**src/design/crg_pkg.sv**
```systemverilog
package crg_pkg;

	localparam int CURL_W  = 17;
	localparam int DELTA_W = 20;
	localparam int RATE_W  = 23;
	localparam int TIME_W  = 24;
	localparam int ADDR_W  = 4;
	localparam int DATA_W  = 32;

	// products of the cross multiplication
	localparam int LHS_W  = CURL_W + DELTA_W;
	localparam int PROD_W = RATE_W + DELTA_W;

	localparam logic [DELTA_W-1:0] US_PER_SEC        = DELTA_W'(1000000);
	localparam logic [RATE_W-1:0]  MAX_RATE_FLOOR    = RATE_W'(6554);
	localparam logic [RATE_W-1:0]  STABLE_RATE_FLOOR = RATE_W'(3277);
	localparam logic [TIME_W-1:0]  TIME_MAX          = {TIME_W{1'b1}};

	localparam logic [RATE_W-1:0]  MAX_RATE_RST     = RATE_W'(524288);
	localparam logic [RATE_W-1:0]  STABLE_RATE_RST  = RATE_W'(98304);
	localparam logic [TIME_W-1:0]  RECOVER_TIME_RST = TIME_W'(250000);

	// register indexes, word address paddr[3:2]
	localparam logic [1:0] REG_MAX_RATE     = 2'd0;
	localparam logic [1:0] REG_STABLE_RATE  = 2'd1;
	localparam logic [1:0] REG_RECOVER_TIME = 2'd2;

	typedef struct packed {
		logic [CURL_W-1:0]  mean_curl;
		logic               tracked;
		logic [DELTA_W-1:0] delta_us;
	} in_item_t;

	typedef struct packed {
		logic hold;
		logic in_recovery;
	} out_item_t;

	typedef struct packed {
		logic [RATE_W-1:0] max_rate;
		logic [RATE_W-1:0] stable_rate;
		logic [TIME_W-1:0] recover_time;
	} cfg_t;

	typedef struct packed {
		logic [CURL_W-1:0] last_curl;
		logic              have_last;
		logic              recovering;
		logic [TIME_W-1:0] stable_time;
	} gate_state_t;

endpackage

```
**src/design/crg_cfg.sv**
```systemverilog
module crg_cfg import crg_pkg::*; (
	input  logic              clk,
	input  logic              arst_n,
	input  logic              psel,
	input  logic              penable,
	input  logic              pwrite,
	input  logic [ADDR_W-1:0] paddr,
	input  logic [DATA_W-1:0] pwdata,
	output logic [DATA_W-1:0] prdata,
	output logic              pready,
	output cfg_t              cfg
);

	cfg_t cfg_q;
	logic wr_en;

	assign pready = 1'b1;
	assign wr_en  = psel && penable && pwrite;
	assign cfg    = cfg_q;

	always_ff @(posedge clk or negedge arst_n) begin
		if (!arst_n) begin
			cfg_q.max_rate     <= MAX_RATE_RST;
			cfg_q.stable_rate  <= STABLE_RATE_RST;
			cfg_q.recover_time <= RECOVER_TIME_RST;
		end else if (wr_en) begin
			case (paddr[3:2])
				REG_MAX_RATE:     cfg_q.max_rate     <= pwdata[RATE_W-1:0];
				REG_STABLE_RATE:  cfg_q.stable_rate  <= pwdata[RATE_W-1:0];
				REG_RECOVER_TIME: cfg_q.recover_time <= pwdata[TIME_W-1:0];
				default: ;
			endcase
		end
	end

	always_comb begin
		case (paddr[3:2])
			REG_MAX_RATE:     prdata = DATA_W'(cfg_q.max_rate);
			REG_STABLE_RATE:  prdata = DATA_W'(cfg_q.stable_rate);
			REG_RECOVER_TIME: prdata = DATA_W'(cfg_q.recover_time);
			default:          prdata = '0;
		endcase
	end

endmodule

```
**src/design/crg_core.sv**
```systemverilog
module crg_core import crg_pkg::*; (
	input  in_item_t    item,
	input  cfg_t        cfg,
	input  gate_state_t state,
	output gate_state_t state_nxt,
	output out_item_t   result
);

	logic [CURL_W-1:0]  diff;
	logic [LHS_W-1:0]   lhs;
	logic [RATE_W-1:0]  mr;
	logic [RATE_W-1:0]  sr;
	logic [PROD_W-1:0]  max_prod;
	logic [PROD_W-1:0]  stable_prod;
	logic               rate_zero;
	logic               above_max;
	logic               above_stable;
	logic [TIME_W:0]    sum;
	logic [TIME_W-1:0]  sum_sat;
	logic               hold;

	always_comb begin
		diff = (item.mean_curl >= state.last_curl) ? item.mean_curl - state.last_curl
			: state.last_curl - item.mean_curl;
		lhs  = LHS_W'(diff) * LHS_W'(US_PER_SEC);
		mr   = (cfg.max_rate < MAX_RATE_FLOOR) ? MAX_RATE_FLOOR : cfg.max_rate;
		sr   = (cfg.stable_rate < STABLE_RATE_FLOOR) ? STABLE_RATE_FLOOR : cfg.stable_rate;
		max_prod    = PROD_W'(mr) * PROD_W'(item.delta_us);
		stable_prod = PROD_W'(sr) * PROD_W'(item.delta_us);
		rate_zero    = !state.have_last || (item.delta_us == '0);
		above_max    = !rate_zero && (PROD_W'(lhs) > max_prod);
		above_stable = !rate_zero && (PROD_W'(lhs) > stable_prod);
		sum     = (TIME_W+1)'(state.stable_time) + (TIME_W+1)'(item.delta_us);
		sum_sat = sum[TIME_W] ? TIME_MAX : sum[TIME_W-1:0];

		state_nxt           = state;
		state_nxt.last_curl = item.mean_curl;
		state_nxt.have_last = 1'b1;
		hold                = 1'b0;

		if (!item.tracked) begin
			state_nxt.recovering  = 1'b1;
			state_nxt.stable_time = '0;
			hold                  = 1'b1;
		end else if (!state.have_last) begin
			hold = 1'b0;
		end else if (above_max) begin
			state_nxt.recovering  = 1'b1;
			state_nxt.stable_time = '0;
			hold                  = 1'b1;
		end else if (state.recovering) begin
			hold = 1'b1;
			if (!above_stable) begin
				state_nxt.stable_time = sum_sat;
				if (sum_sat >= cfg.recover_time) begin
					state_nxt.recovering  = 1'b0;
					state_nxt.stable_time = '0;
					hold                  = 1'b0;
				end
			end else begin
				state_nxt.stable_time = '0;
			end
		end

		result.hold        = hold;
		result.in_recovery = state_nxt.recovering;
	end

endmodule

```
**src/design/curl_rate_glitch_gate.sv**
```systemverilog
// Curl rate glitch gate. Each item is one tracking frame (mean curl in Q1.16,
// tracked flag, elapsed microseconds); each item yields exactly one result
// item: hold (keep the last pose) and in_recovery (gate state after the frame).
// Untracked frames, or a curl change faster than max_rate, enter recovery;
// recovery ends once frames at or below stable_rate have summed recover_time
// microseconds. Rates are compared by cross multiplication, no division.
// Throughput is one item per clock while out_stall is low: an input register
// feeds a single pass of compare logic (three multipliers of at most 23x20
// bits) into a result register, and the gate state updates as each item moves
// into that register. A stalled result holds the staged item, which then raises
// in_stall. Registers are written over the APB port at byte addresses 0, 4 and
// 8; the user must write them only while idle, and the block does not enforce it.
module curl_rate_glitch_gate import crg_pkg::*; (
	input  logic              clk,
	input  logic              arst_n,
	// frame input channel
	input  logic              in_valid,
	output logic              in_stall,
	input  in_item_t          in_data,
	// result channel
	output logic              out_valid,
	input  logic              out_stall,
	output out_item_t         out_data,
	// configuration port
	input  logic              psel,
	input  logic              penable,
	input  logic              pwrite,
	input  logic [ADDR_W-1:0] paddr,
	input  logic [DATA_W-1:0] pwdata,
	output logic [DATA_W-1:0] prdata,
	output logic              pready
);

	cfg_t        cfg;
	logic        v_s1;
	in_item_t    item_s1;
	logic        out_valid_q;
	out_item_t   result_q;
	gate_state_t state_q;
	gate_state_t state_nxt;
	out_item_t   result_nxt;
	logic        advance;
	logic        in_take;

	crg_cfg u_cfg (
		.clk     (clk),
		.arst_n  (arst_n),
		.psel    (psel),
		.penable (penable),
		.pwrite  (pwrite),
		.paddr   (paddr),
		.pwdata  (pwdata),
		.prdata  (prdata),
		.pready  (pready),
		.cfg     (cfg)
	);

	crg_core u_core (
		.item      (item_s1),
		.cfg       (cfg),
		.state     (state_q),
		.state_nxt (state_nxt),
		.result    (result_nxt)
	);

	// the staged item moves on whenever the result register is free or draining
	assign advance  = v_s1 && (!out_valid_q || !out_stall);
	// input register only stalls while its item is stuck behind the result
	assign in_stall = v_s1 && !advance;
	assign in_take  = in_valid && !in_stall;

	assign out_valid = out_valid_q;
	assign out_data  = result_q;

	// input register
	always_ff @(posedge clk or negedge arst_n) begin
		if (!arst_n) begin
			v_s1 <= 1'b0;
		end else if (in_take) begin
			v_s1 <= 1'b1;
		end else if (advance) begin
			v_s1 <= 1'b0;
		end
	end

	always_ff @(posedge clk) begin
		if (in_take) begin
			item_s1 <= in_data;
		end
	end

	// result register valid
	always_ff @(posedge clk or negedge arst_n) begin
		if (!arst_n) begin
			out_valid_q <= 1'b0;
		end else if (advance) begin
			out_valid_q <= 1'b1;
		end else if (!out_stall) begin
			out_valid_q <= 1'b0;
		end
	end

	always_ff @(posedge clk) begin
		if (advance) begin
			result_q <= result_nxt;
		end
	end

	// gate state commits together with the result
	always_ff @(posedge clk or negedge arst_n) begin
		if (!arst_n) begin
			state_q <= '0;
		end else if (advance) begin
			state_q <= state_nxt;
		end
	end

	// an accepted frame never leaves the gate in recovery
	a_release_clear: assert property (@(posedge clk) disable iff (!arst_n)
		out_valid_q && !result_q.hold |-> !result_q.in_recovery)
		else $error("result accepts a frame while still in recovery");

	// outside recovery no stable time is carried
	a_idle_time_zero: assert property (@(posedge clk) disable iff (!arst_n)
		!state_q.recovering |-> state_q.stable_time == '0)
		else $error("stable time nonzero outside recovery");

	// a blocked staged item holds its place and contents
	a_stage_hold: assert property (@(posedge clk) disable iff (!arst_n)
		v_s1 && out_valid_q && out_stall |=> v_s1 && $stable(item_s1))
		else $error("staged item lost while result is stalled");

	// the result register reports what the state register committed
	a_state_match: assert property (@(posedge clk) disable iff (!arst_n)
		advance |=> result_q.in_recovery == state_q.recovering)
		else $error("result recovery flag disagrees with gate state");

endmodule

```
**config.mk**
```make
export PLATFORM = sky130hd
export DESIGN_NAME = curl_rate_glitch_gate
export DESIGN_NICKNAME = d
export VERILOG_FILES = /design/src/design/crg_pkg.sv /design/src/design/crg_cfg.sv /design/src/design/crg_core.sv /design/src/design/curl_rate_glitch_gate.sv
export SDC_FILE = /design/constraint.sdc
export NUM_CORES = 2
export LEC_CHECK = 0
export BUFFER_PORTS_ARGS = -buffer_cell sky130_fd_sc_hd__buf_2
export CAP_MARGIN = 0
export CELL_PAD_IN_SITES_DETAIL_PLACEMENT = 1
export CELL_PAD_IN_SITES_GLOBAL_PLACEMENT = 1
export CORE_UTILIZATION = 30
export CTS_CLUSTER_DIAMETER = 150
export DETAILED_ROUTE_END_ITERATION = 8
export PLACE_DENSITY_LB_ADDON = 0.05
export SLEW_MARGIN = 5
export SYNTH_ARGS = -nofsm -noshare
export SYNTH_HDL_FRONTEND = slang
export SYNTH_SLANG_ARGS = --single-unit
```
**constraint.sdc**
```tcl
create_clock -name clk -period 18.3 [get_ports clk]
set_clock_uncertainty 0.2 [all_clocks]
set_input_delay 0.915 -clock clk [delete_from_list [all_inputs] [get_ports clk]]
set_output_delay 0.915 -clock clk [all_outputs]
set_load 0.05 [all_outputs]
```
Word-level counts from Yosys, hierarchy flattened --
Index checks and enable logic that the tools add are counted.
Storage, ports and cells: RAM bits 0, logic and storage cells 74, bits in latches 0, memories kept 0, memory bits (read-only) 0, flip-flop bits (word level) 155
Cells by class: equal/unequal tests 5, mux-type cells 21, bitwise gates (word level) 0, div/mod/pow operators 0, $mul 3, add/subtract/negate cells 3, reductions and logical operators 22, magnitude comparators 6, shift operators 0
Operator list (count):
- 25-bit two-way mux | 5
- 37-bit by 43-bit > comparator with 1-bit output | 2
- 23-bit by 20-bit multiplier with 43-bit output | 2
- 24-bit case mux with 3 select lines | 1
- 24-bit two-way mux | 2
- 23-bit two-way mux | 2
- 17-bit subtractor | 2
- 17-bit by 14-bit multiplier with 31-bit output, second input constant | 1
- 24-bit by 20-bit adder with 25-bit output | 1
- 24-bit >= comparator | 1
- 23-bit by 12-bit less-than comparator with 1-bit output, second input constant | 1
- 23-bit by 13-bit less-than comparator with 1-bit output, second input constant | 1
- 20-bit zero test | 1
- 17-bit >= comparator | 1
- 17-bit two-way mux | 1
- 1-bit two-way mux | 10
- 1-bit logical AND | 7
- 1-bit zero test | 6
- 2-bit AND reduction | 3
- 2-bit by 1-bit inequality test with 1-bit output, second input constant | 2
- 3-bit by 1-bit inequality test with 1-bit output, second input constant | 1
- 3-bit AND reduction | 1
- 2-bit by 1-bit equality test with 1-bit output, second input constant | 1
- 2-bit equality test, second input constant | 1
- other kinds (3) | 4

Longest topological paths before layout --
depth in word-level cells 10, gate-level depth with buffers 49

Hierarchy --
A second synthesis with hierarchy kept.
Second synthesis, totals: cell total of the unflattened synthesis 5115, area, all modules 46100.5 µm²
By module, submodules not included:
- crg_core | cells an instance 4736, area an instance 39922.0 µm², times used 1, seq. area each 0.0 µm²
- crg_cfg | cells an instance 241, area an instance 3281.9 µm², times used 1, seq. area each 1764.2 µm²
- curl_rate_glitch_gate | cells an instance 138, area an instance 2896.5 µm², times used 1, seq. area each 2327.2 µm²

Worst setup path before layout --
No wires, ideal clock.
path type register -> register, start point reg item_s1[28] (netlist name), end point reg state_q[10] (netlist name), slack 7.646 ns, cell stages (with the launch flop) 48, arrival 10.331 ns, required time 17.977 ns, clock period less this slack 10.654 ns, buffers on the path 4, path through edfxtp_1 > inv_1 > ha_1 > clkbuf_1 > a21o_1 > a21o_1 > a21o_1 > a21oi_1 > o21ai_0 > a21oi_1 > clkbuf_1 > mux2i_1 > xnor2_1 > inv_1 > fa_1 > inv_1 > fa_1 > fa_1 > [12 not listed] > a31oi_1 > a211o_1 > a31o_2 > a21oi_1 > xnor2_1 > ha_1 > nand2_1 > nor2_1 > nand4_1 > nor2_1 > a2111o_1 > a2111oi_2 > nand4_1 > a211o_1 > and3_1 > buf_6 > buf_6 > o2bb2ai_1
Between the ends: word-level cells in the longest chain between the ends 10
Ends and longest elaborated chain:
- start: declaration | RTL line curl_rate_glitch_gate.sv:36 | in_item_t item_s1;
- start signal: assignment | RTL line curl_rate_glitch_gate.sv:88 | item_s1 <= in_data;
- 17-bit subtractor, or another cell as far along | RTL line crg_core.sv:24 | : state.last_curl - item.mean_curl;
- 17-bit two-way mux (*) | RTL line crg_core.sv:23 | diff = (item.mean_curl >= state.last_curl) ? item.mean_curl - state.last_curl
- 17-bit by 14-bit multiplier with 31-bit output (*) | RTL line crg_core.sv:25 | lhs = LHS_W'(diff) * LHS_W'(US_PER_SEC);
- 37-bit by 43-bit > comparator with 1-bit output | RTL line crg_core.sv:32 | above_stable = !rate_zero && (PROD_W'(lhs) > stable_prod);
- 1-bit logical AND | RTL line crg_core.sv:32
- 24-bit two-way mux | RTL line crg_core.sv:53 | if (!above_stable) begin
- 25-bit two-way mux | RTL line crg_core.sv:51 | end else if (state.recovering) begin
- 25-bit two-way mux | RTL line crg_core.sv:47 | end else if (above_max) begin
- 25-bit two-way mux | RTL line crg_core.sv:45 | end else if (!state.have_last) begin
- 25-bit two-way mux | RTL line crg_core.sv:41 | if (!item.tracked) begin
- end signal: assignment | RTL line curl_rate_glitch_gate.sv:114 | state_q <= state_nxt;
- end: declaration | RTL line curl_rate_glitch_gate.sv:39 | gate_state_t state_q;
Every way passes the cells marked *; elsewhere a longest branch is shown, timed or not. The select of a mux whose other input is x is not followed. A chain may end at the register's enable or synchronous reset.

Final worst setup path --
start point reg item_s1[22] (netlist name), end point reg state_q[10] (netlist name)
The elaborated chain is that of the path after synthesis.

==> flow_summary.toml <==
[clocking]
cts_root_buf = "clkbuf_16"
cts_sinks = 155
insertion_delay_ns = 0.48
clk_pin_slew_worst_paths_ns = 0.08
hold_buffers = 0
cts_buffer_depth = 2
cts_inserted_buffers = 17
post_cts_buffers = 0
cts_tree = "yes"
cts_resized = 0
htree_levels = 4

[sta]
maxSlewHeadroom_pct = 24.5
drv_slew = 0
fmax_mhz = 75.0
tightest_slew_ns = 1.13
rsz0062_at_grt = "false"
hold_viol_final = 0
fin_crit_ns = 13.33
setup-violations-final = 0
tns_ns = 0
fin_crit_sh_pct = 72.8

[placed_design]
place_congestion = 0.807
io_buffers = 98
dp_hpwl_mm = 124
placed_area_um2 = 48000

[final_layout]
post-route-util_pct = 32.5
fin_area_um2 = 48600
multiInputGateArea_um2 = 36200
drive_gt1_share_pct = 6.76
antenna_cells = 0
syn_to_final_growth_pct = 7.45
fin_nets = 6480
fill_cells = 17600
regArea_um2 = 4090

[worst_setup_path]
crit_arrival_ns = 13.45
max_stage_delay_ns = 0.82
r2r_slack_ns = 4.97
crit_path_top_delay_cell = "nor4_1"
crit_top_cell = "inv_1"
critical_path_class = "reg -> reg"
end_kind = "flop"
critPathLaunchType = "flop"
worstPathRequired_ns = 18.43
cp_max_fo = 25

[detailed_routing]
drc = 0
drtIter0Drc = 1281
vias = 33700
firstDrtPassIters = 5
drt-wirelength-per-cell_um = 21.8
route.final.wire_length_mm = 154
via_per_inst = 4.77
antenna_left = 0

[hold_path]
min_path_type = "in -> async"

[yosys]
synth_commonest_cells = "inv_1 (1028), fa_1 (811), nand2_1 (698), ha_1 (553), and2_1 (410)"
synth_top_cell_area_share_pct = 35.9
yosys_register_bits = 155
ys_seq_area_share_pct = 9.05
avgSynthCellArea_um2 = 8.91
yosysWarnings = 0
synth_area_um2 = 45200
syn_inst = 5074
async_flop_share_pct = 74.2
post-synth-top-area-cell = "fa_1"
synthTopCellsByArea = "fa_1 (36%), ha_1 (15%), inv_1 (8.5%)"
synth_edf_count = 40
synthFlopType = "dfrtp_1"
ys_types = 81
synth.most_common_cell = "inv_1"

[global_route]
grt_pass1_wl_mm = 241
grt_max_degree = 64
antenna_found_initial = 6
overflow = 0
grt_util_all_layers_pct = 21.0
first_global_vias = 37800

[die]
initial_utilization_pct = 30.2
coreArea_um2 = 150000
io_pins = 118
die_w_um = 390
dieArea_um2 = 152000
fp.dieH_um = 390
rows = 142

[run_status]
status = "finished, final reports clean"

[job]
cap_violations = 0
[worst paths after layout]
| kind | to | startpoint | depth (start not counted) |
|---|---|---|---|
| worst max-delay path | state_q[10] | item_s1[22] | 46 |
| worst min-delay path | state_q[31] | arst_n | 1 |
| worst max register to register | state_q[10] | item_s1[22] | 46 |
| worst min register to register | out_valid | v_s1 | 1 |
| max in group asynchronous | u_cfg.cfg[8] | arst_n | 2 |
| min in group clk | out_valid | v_s1 | 1 |
[layout make-up]
cell class / count / share of cell area (%)
repair buffers: 197 / 2.55
flip-flops and latches: 155 / 8.43
clock inverters: 15 / 0.348
clock buffers: 17 / 0.876
multi-input cells: 3635 / 74.6
inverters: 1029 / 7.95
well taps: 2016 / 5.19
[placed cells by master (no fill, tap or decap), drive strengths merged, types with 9 or more instances in the layout]
cell type / count
inv: 1037
fa: 811
nand2: 698
ha: 553
and2: 410
buf: 197
a21oi: 163
o21ai: 160
dfrtp: 105
a21o: 89
xnor2: 87
nor2: 79
xor2: 58
mux2: 52
nand4: 43
edfxtp: 40
nand3: 37
nor3: 32
nor2b: 32
mux2i: 28
nand2b: 26
o2bb2ai: 24
o21a: 22
o21bai: 21
a31oi: 19
and3: 19
a211oi: 19
clkbuf: 17
or2: 16
o211ai: 15
nor4: 14
a211o: 12
o31ai: 10
dfstp: 10
a21boi: 9
conb: 9
[registers in the layout, indices dropped and copies added (netlist names)]
name       cells
item_s1       38
out_data       2
out_valid      1
u_cfg.cfg     70
v_s1           1
state_q       43
[metal layers]
layer	vias up	GRT usage [%]	wire length [um]
met5	-	0	10
met4	2	3.42	2170
met3	65	0.810	2390
met2	335	35.3	72900
met1	17700	30.3	76500
li1	15600	-	-
[through the flow]
stage / std cells / hold slack [ns] / worst slack, ns
finish: 7064 / 0.203 / 4.97
global route: 7064 / 0.241 / 4.15
floorplan: 5081 / 0.256 / 7.65
global placement: 7032 / 0.280 / 5.11
CTS: 7064 / 0.206 / 5.03
detailed placement: 7032 / 0.289 / 5.09
[logic make-up after synthesis]
group | share of synthesized area (%)
simple gates | 15.3
fa+ha+maj | 51.2
buf+inv | 10.9
compound gates | 8.74
flops | 9.05
xor+xnor | 2.81
mux | 1.92
other cells | 0.0166
[worst max-delay path, delay by kind of cell (launching register included)]
family / cells / cell delay, ns
flops: 1 / 0.43
compound gates: 21 / 5.03
mux: 1 / 0.34
xor+xnor: 2 / 0.74
simple gates: 5 / 1.59
fa+ha+maj: 9 / 3.65
buf+inv: 8 / 1.18
Power is not shown: default switching activity piles up to over one toggle a cycle in this logic, so the estimate is an artifact.
